$ cat src/hw/rtl/scmv_pkg.sv
`timescale 1ns / 1ps
`default_nettype none

package scmv_pkg;

	// Field widths fixed by the request and response formats
	localparam int IDX_W = 10;
	localparam int VAL_W = 32;
	localparam int PROD_W = 2 * VAL_W;
	// Q16.16 fraction bits dropped after accumulation
	localparam int FRAC_W = 16;

	// Default sizes of the stores
	localparam int MAX_ENTRIES_DEF = 1024;
	localparam int VECTOR_LEN_DEF = 1024;

	localparam logic signed [VAL_W-1:0] VAL_MAX = {1'b0, {(VAL_W-1){1'b1}}};
	localparam logic signed [VAL_W-1:0] VAL_MIN = {1'b1, {(VAL_W-1){1'b0}}};

	typedef enum logic [1:0] {
		CMD_CLEAR     = 2'd0,
		CMD_APPEND    = 2'd1,
		CMD_VEC_WRITE = 2'd2,
		CMD_COMPUTE   = 2'd3
	} cmd_e;

	typedef struct packed {
		cmd_e                    cmd;
		logic [IDX_W-1:0]        row_index;
		logic [IDX_W-1:0]        col_index;
		logic signed [VAL_W-1:0] value;
	} req_t;

	typedef struct packed {
		logic [IDX_W-1:0]        out_row;
		logic signed [VAL_W-1:0] out_value;
		logic                    saturated;
		logic                    entries_dropped;
	} rsp_t;

	// One coordinate entry as held in the entry store
	typedef struct packed {
		logic [IDX_W-1:0]        row;
		logic [IDX_W-1:0]        col;
		logic signed [VAL_W-1:0] value;
	} entry_t;

	typedef struct packed {
		logic clear;
		logic append;
		logic rd_en;
	} ent_ctl_t;

	typedef struct packed {
		logic clear;
		logic valid;
		logic use_entry;
	} mac_ctl_t;

	typedef enum logic [2:0] {
		ST_INIT,
		ST_IDLE,
		ST_SCAN,
		ST_DRAIN,
		ST_DONE
	} state_e;

endpackage

`default_nettype wire

$ cat src/hw/rtl/scmv_mac.sv
`timescale 1ns / 1ps
`default_nettype none

module scmv_mac import scmv_pkg::*; #(
	parameter int MAX_ENTRIES = MAX_ENTRIES_DEF,
	localparam int CNT_W = $clog2(MAX_ENTRIES + 1),
	localparam int ACC_W = PROD_W + CNT_W
) (
	input  wire logic                    clk,
	input  wire logic                    arst_n,
	input  wire mac_ctl_t                ctl,
	input  wire logic signed [VAL_W-1:0] ent_value,
	input  wire logic signed [VAL_W-1:0] vec_value,
	output logic                         busy,
	output logic signed [VAL_W-1:0]      res,
	output logic                         sat
);

	logic                     valid_s2;
	logic                     valid_s3;
	logic                     use_s2;
	logic signed [VAL_W-1:0]  val_s2;
	logic signed [PROD_W-1:0] prod_s3;
	logic signed [ACC_W-1:0]  acc_q;
	logic [ACC_W-48:0]        upper;

	// Pipeline valids
	always_ff @(posedge clk or negedge arst_n) begin
		if (!arst_n) begin
			valid_s2 <= 1'b0;
			valid_s3 <= 1'b0;
		end else begin
			valid_s2 <= ctl.valid;
			valid_s3 <= valid_s2;
		end
	end

	// Hold entry value until the vector element arrives, then multiply
	always_ff @(posedge clk) begin
		use_s2 <= ctl.use_entry;
		val_s2 <= ent_value;
		if (use_s2) begin
			prod_s3 <= val_s2 * vec_value;
		end else begin
			prod_s3 <= '0;
		end
	end

	// Accumulate exact products
	always_ff @(posedge clk) begin
		if (ctl.clear) begin
			acc_q <= '0;
		end else if (valid_s3) begin
			acc_q <= acc_q + ACC_W'(prod_s3);
		end
	end

	// Drop fraction bits and clip to Q16.16
	assign upper = acc_q[ACC_W-1:FRAC_W+VAL_W-1];
	assign sat   = !((&upper) || !(|upper));

	always_comb begin
		if (sat) begin
			res = acc_q[ACC_W-1] ? VAL_MIN : VAL_MAX;
		end else begin
			res = acc_q[FRAC_W+VAL_W-1:FRAC_W];
		end
	end

	assign busy = valid_s2 || valid_s3;

endmodule

`default_nettype wire

$ cat config.mk
export PLATFORM = sky130hd
export DESIGN_NAME = scmv_mac
export DESIGN_NICKNAME = d
export VERILOG_FILES = /design/src/hw/rtl/scmv_pkg.sv /design/src/hw/rtl/scmv_mac.sv
export SDC_FILE = /design/constraint.sdc
export NUM_CORES = 2
export LEC_CHECK = 0
export BUFFER_PORTS_ARGS = -buffer_cell sky130_fd_sc_hd__clkbuf_2
export CAP_MARGIN = 20
export CORE_MARGIN = 3
export CORE_UTILIZATION = 35
export CTS_CLUSTER_DIAMETER = 120
export DETAILED_ROUTE_END_ITERATION = 8
export GPL_TIMING_DRIVEN = 0
export PLACE_DENSITY_LB_ADDON = 0.12
export SYNTH_ARGS = -nofsm -noshare
export SYNTH_HDL_FRONTEND = slang
export SYNTH_SLANG_ARGS = --single-unit
$ cat constraint.sdc
create_clock -name clk -period 9.91 [get_ports clk]
set_input_delay 0 -clock clk [delete_from_list [all_inputs] [get_ports clk]]
set_output_delay 0 -clock clk [all_outputs]
set_load 0.005 [all_outputs]
Word-level counts from Yosys, hierarchy flattened
Index checks and enable logic that the tools add are counted.

Register bits: 174. Input port bits: 69. Output and inout bits: 34.

Multipliers: 1. Reductions and logical operators: 6. Muxes and demuxes: 2. Add/sub/neg operators: 1.

Operators with widths (number): 75-bit by 64-bit adder with 75-bit output (1); 32-bit by 32-bit multiplier with 64-bit output (1); 32-bit 2-to-1 mux (2); 28-bit AND reduction (1); 28-bit OR reduction (1); 1-bit logical NOT (2); 1-bit logical OR (2).

Logic depth before layout (Yosys ltp)
Word-level depth: 4. Depth in mapped cells: 30. Depth with buffers taken out: 28.

Least setup slack after synthesis
No wires, ideal clock.

Kind: reg2reg. Start point: reg val_s2[31]. End point: reg prod_s3[58]. Path slack: 2.084 ns. Setup time: 0.115 ns. Stages on the path, launching flop included: 30. Clock period less this slack: 7.826 ns. Arrival: 7.711 ns. Path buffers: 2. Path through: dfxtp_1 -> clkbuf_1 -> nand2_1 -> inv_1 -> fa_1 -> inv_1 -> fa_1 -> inv_1 -> fa_1 -> fa_1 -> inv_1 -> fa_1 -> inv_1 -> fa_1 -> inv_1 -> fa_1 -> inv_1 -> fa_1 -> ha_1 -> clkbuf_1 -> and3_1 -> a221oi_1 -> o21ai_0 -> nand3_1 -> a31oi_1 -> nor2b_2 -> a221oi_1 -> nor2_1 -> xnor2_1 -> and2_1.

Cells in the longest elaborated chain, start to end: 1.

Ends and longest elaborated chain: start: declaration (RTL line scmv_mac.sv:22) `logic signed [VAL_W-1:0] val_s2;`; start signal: assignment (RTL line scmv_mac.sv:41) `val_s2 <= ent_value;`; 32-bit by 32-bit multiplier with 64-bit output (RTL line scmv_mac.sv:43) `prod_s3 <= val_s2 * vec_value;`; end signal: assignment (RTL line scmv_mac.sv:43); end: declaration (RTL line scmv_mac.sv:23) `logic signed [PROD_W-1:0] prod_s3;`.

Every way passes these cells. A chain may end at the register's enable or synchronous reset.

Worst setup path after layout
Start point: reg val_s2[25]. End point: reg prod_s3[60].

Same word-level chain as after synthesis.

==> impl_metrics.csv <==
group,metric,value,unit
synth,synth-edff-count,0,
timing,finalCritPeriodShare,95.8,%
synth,synth.distinct_cells,79,
timing,maxSlewHeadroom,17.9,%
synth,ys_seq_area_share,7.56,%
worst_setup_path,cp_max_fo,10,
timing,worst_slew_pin_slew,1.23,ns
synth,synth-main-ff-cell,"dfxtp_1",
timing,period_minus_slack,9.50,ns
global_route,grtUsageTotal,28.0,%
clocking,cts_tree,"done",
synth,ys_ff_latch,174,
layout,regArea,0.00349,sq mm
min_path,holdCritPathClass,"primary input to flip-flop",
timing,fin_hold_ws,0.0686,ns
placed_design,globalplace.congestion,0.974,
layout,multi_input_area,0.0377,sq mm
worst_setup_path,critPathKind,"flip-flop to flip-flop",
timing,rsz0062_at_grt,"no",
clocking,cts.sinks,174,
route,drc,0,
route,vias,36000,
die,fp.dieW,369,um
outcome,status,"complete, no violations",
die,core_area,0.130,sq mm
timing,clock_skew,0.0505,ns
clocking,post_cts_buffers,0,
layout,area_delta_synth_final,8.79,%
clocking,insertion_delay,0.56,ns
synth,syn_avg_cell_area,9.10,sq um
die,ioPinCount,103,
route,via_per_inst,5.13,
route,routedWlPerCell,26.6,um
layout,most-common-layout-cells,"1,082 x fa_1, 1,040 x inv_1, 590 x nand2_1, 575 x and2_1, 258 x ha_1",
global_route,grt_pass1_vias,38700,
worst_setup_path,end_kind,"flip-flop",
synth,netlist_instances,5075,
run,cap_violations,0,
placed_design,portBuffers,102,
timing,setup_viol,0,
route,firstDrtPassIters,5,
layout,final_common_cell,"fa_1",
timing,setup_tns,0,ns
die,rows,132,
global_route,grt_first_pass_wirelength,273000,um
timing,maxSlewViolCount,0,
die,dieArea,0.136,sq mm
global_route,grt.overflow.total,0,
route,antenna_left,0,
timing,hold_viol_final,0,
clocking,h-tree-depth,4,
clocking,cts-root-buf,"clkbuf_16",
timing,timing.fmax,105,MHz
die,start_util,35.4,%
worst_setup_path,worst_setup_path_start_kind,"flip-flop",
route,wl,187000,um
worst_setup_path,required,10.33,ns
synth,async_flop_share,1.15,%
global_route,grt_max_degree,23,
clocking,cts_buffer_depth,2,
synth,synth_warnings,0,
worst_setup_path,cp_data_arrival_time,9.92,ns
layout,fillers,13500,
route,drtIter0Drc,2946,
layout,nNetsFinal,6663,
global_route,antenna_found_initial,27,
clocking,path_clk_slew,0.13,ns
layout,drive_gt1_share,3.93,%
clocking,cts_buffers,17,
die,die_h,369,um
placed_design,place_hpwl,156000,um
synth,syn_area,0.0462,sq mm
synth,syn_nets,6485,
## worst max-delay path, cell delays in order, from the launching register on
cell and delay (ns):
dfxtp_1 0.56, clkbuf_1 0.90, nand2_1 0.20, fa_1 0.60
fa_1 0.43, fa_1 0.65, fa_1 0.60, inv_1 0.05
fa_1 0.48, fa_1 0.60, fa_1 0.54, fa_1 0.48
ha_1 0.28, clkbuf_1 0.21, a21oi_1 0.35, o21ai_0 0.20
a2111o_1 0.35, nor4b_1 0.15, a31oi_1 0.53, a31oi_1 0.24
nor2b_2 0.22, a21oi_1 0.14, o41ai_2 0.26, xor2_1 0.28
nor2b_1 0.07
## final cells by class
| type | count | area share [%] |
|---|---|---|
| diodes | 10 | 0.0498 |
| inverters | 1040 | 7.77 |
| clock inverters | 15 | 0.433 |
| plain buffers | 276 | 2.12 |
| flip-flops and latches | 174 | 6.95 |
| repair buffers | 159 | 2.40 |
| multi-input cells | 3585 | 75.1 |
| clock buffers | 17 | 0.847 |
| well taps | 1742 | 4.34 |
## logic make-up after synthesis
logic type | share of synthesized area, %
flops | 7.56
buf+inv | 10.7
mux | 0.869
xor+xnor | 2.52
simple gates | 16.8
compound gates | 7.62
fa+ha+maj | 53.9
## per-layer routing
layer | vias up | global-route usage (%) | share of wire, %
li1 | 15600 | - | -
met1 | 18800 | 37.8 | 43
met2 | 1355 | 44.7 | 45
met3 | 268 | 5.43 | 7.5
met4 | 2 | 10.2 | 4.2
met5 | - | 0 | 0.0048
## what timing repair did
item,4_1_cts,5_1_grt
gates resized for setup,1,6
endpoints found under the setup margin,3,3
hold buffers,38,0
endpoints found under the hold margin,39,0
gates cloned,0,0
## sequential cells by signal (all words and copies together), names as in the netlist
| register | count |
|---|---|
| acc_q | 75 |
| prod_s3 | 64 |
| val_s2 | 32 |
| use_s2 | 1 |
| valid_s2 | 1 |
| valid_s3 | 1 |
## worst paths after layout
path | startpoint | to | slack [ns] | cells after the start
min in group asynchronous | arst_n | valid_s2 | 0.31 | 3
max in group asynchronous | arst_n | valid_s3 | 9.45 | 3
max reg2reg | val_s2[25] | prod_s3[60] | 0.41 | 24
min | ent_value[13] | val_s2[13] | 0.07 | 2
min reg2reg | valid_s2 | valid_s3 | 0.41 | 0
max | val_s2[25] | prod_s3[60] | 0.41 | 24
## stage by stage
step | instance area (sq um) | cells | worst slack [ns] | util, %
3_3_place_gp | 48900 | 6919 | -0.177 | 37.5
2_1_floorplan | 46200 | 5075 | 2.08 | -
3_5_place_dp | 49200 | 6938 | -0.175 | 37.8
4_1_cts | 50200 | 7008 | 0.181 | 38.5
5_1_grt | 50200 | 7011 | 0.0543 | 38.6
6_report | 50300 | 7018 | 0.414 | 38.6
## cells in the mapped netlist (all sizes together) (23+ instances only)
master	n	area share, %
fa	1083	47
inv	1040	8.5
nand2	590	4.8
and2	575	7.8
clkbuf	259	2.1
ha	258	7.0
dfxtp	172	7.5
a21oi	160	1.8
nor2	133	1.1
o21ai	121	1.3
a21o	86	1.4
xnor2	78	1.5
xor2	55	1.0
nand4	47	0.64
nor2b	40	0.55
mux2i	39	0.85
nand3	39	0.42
a31oi	24	0.37
nand2b	23	0.31
Power is not shown: default switching activity piles up to over one toggle a cycle in this logic, so the estimate is an artifact.
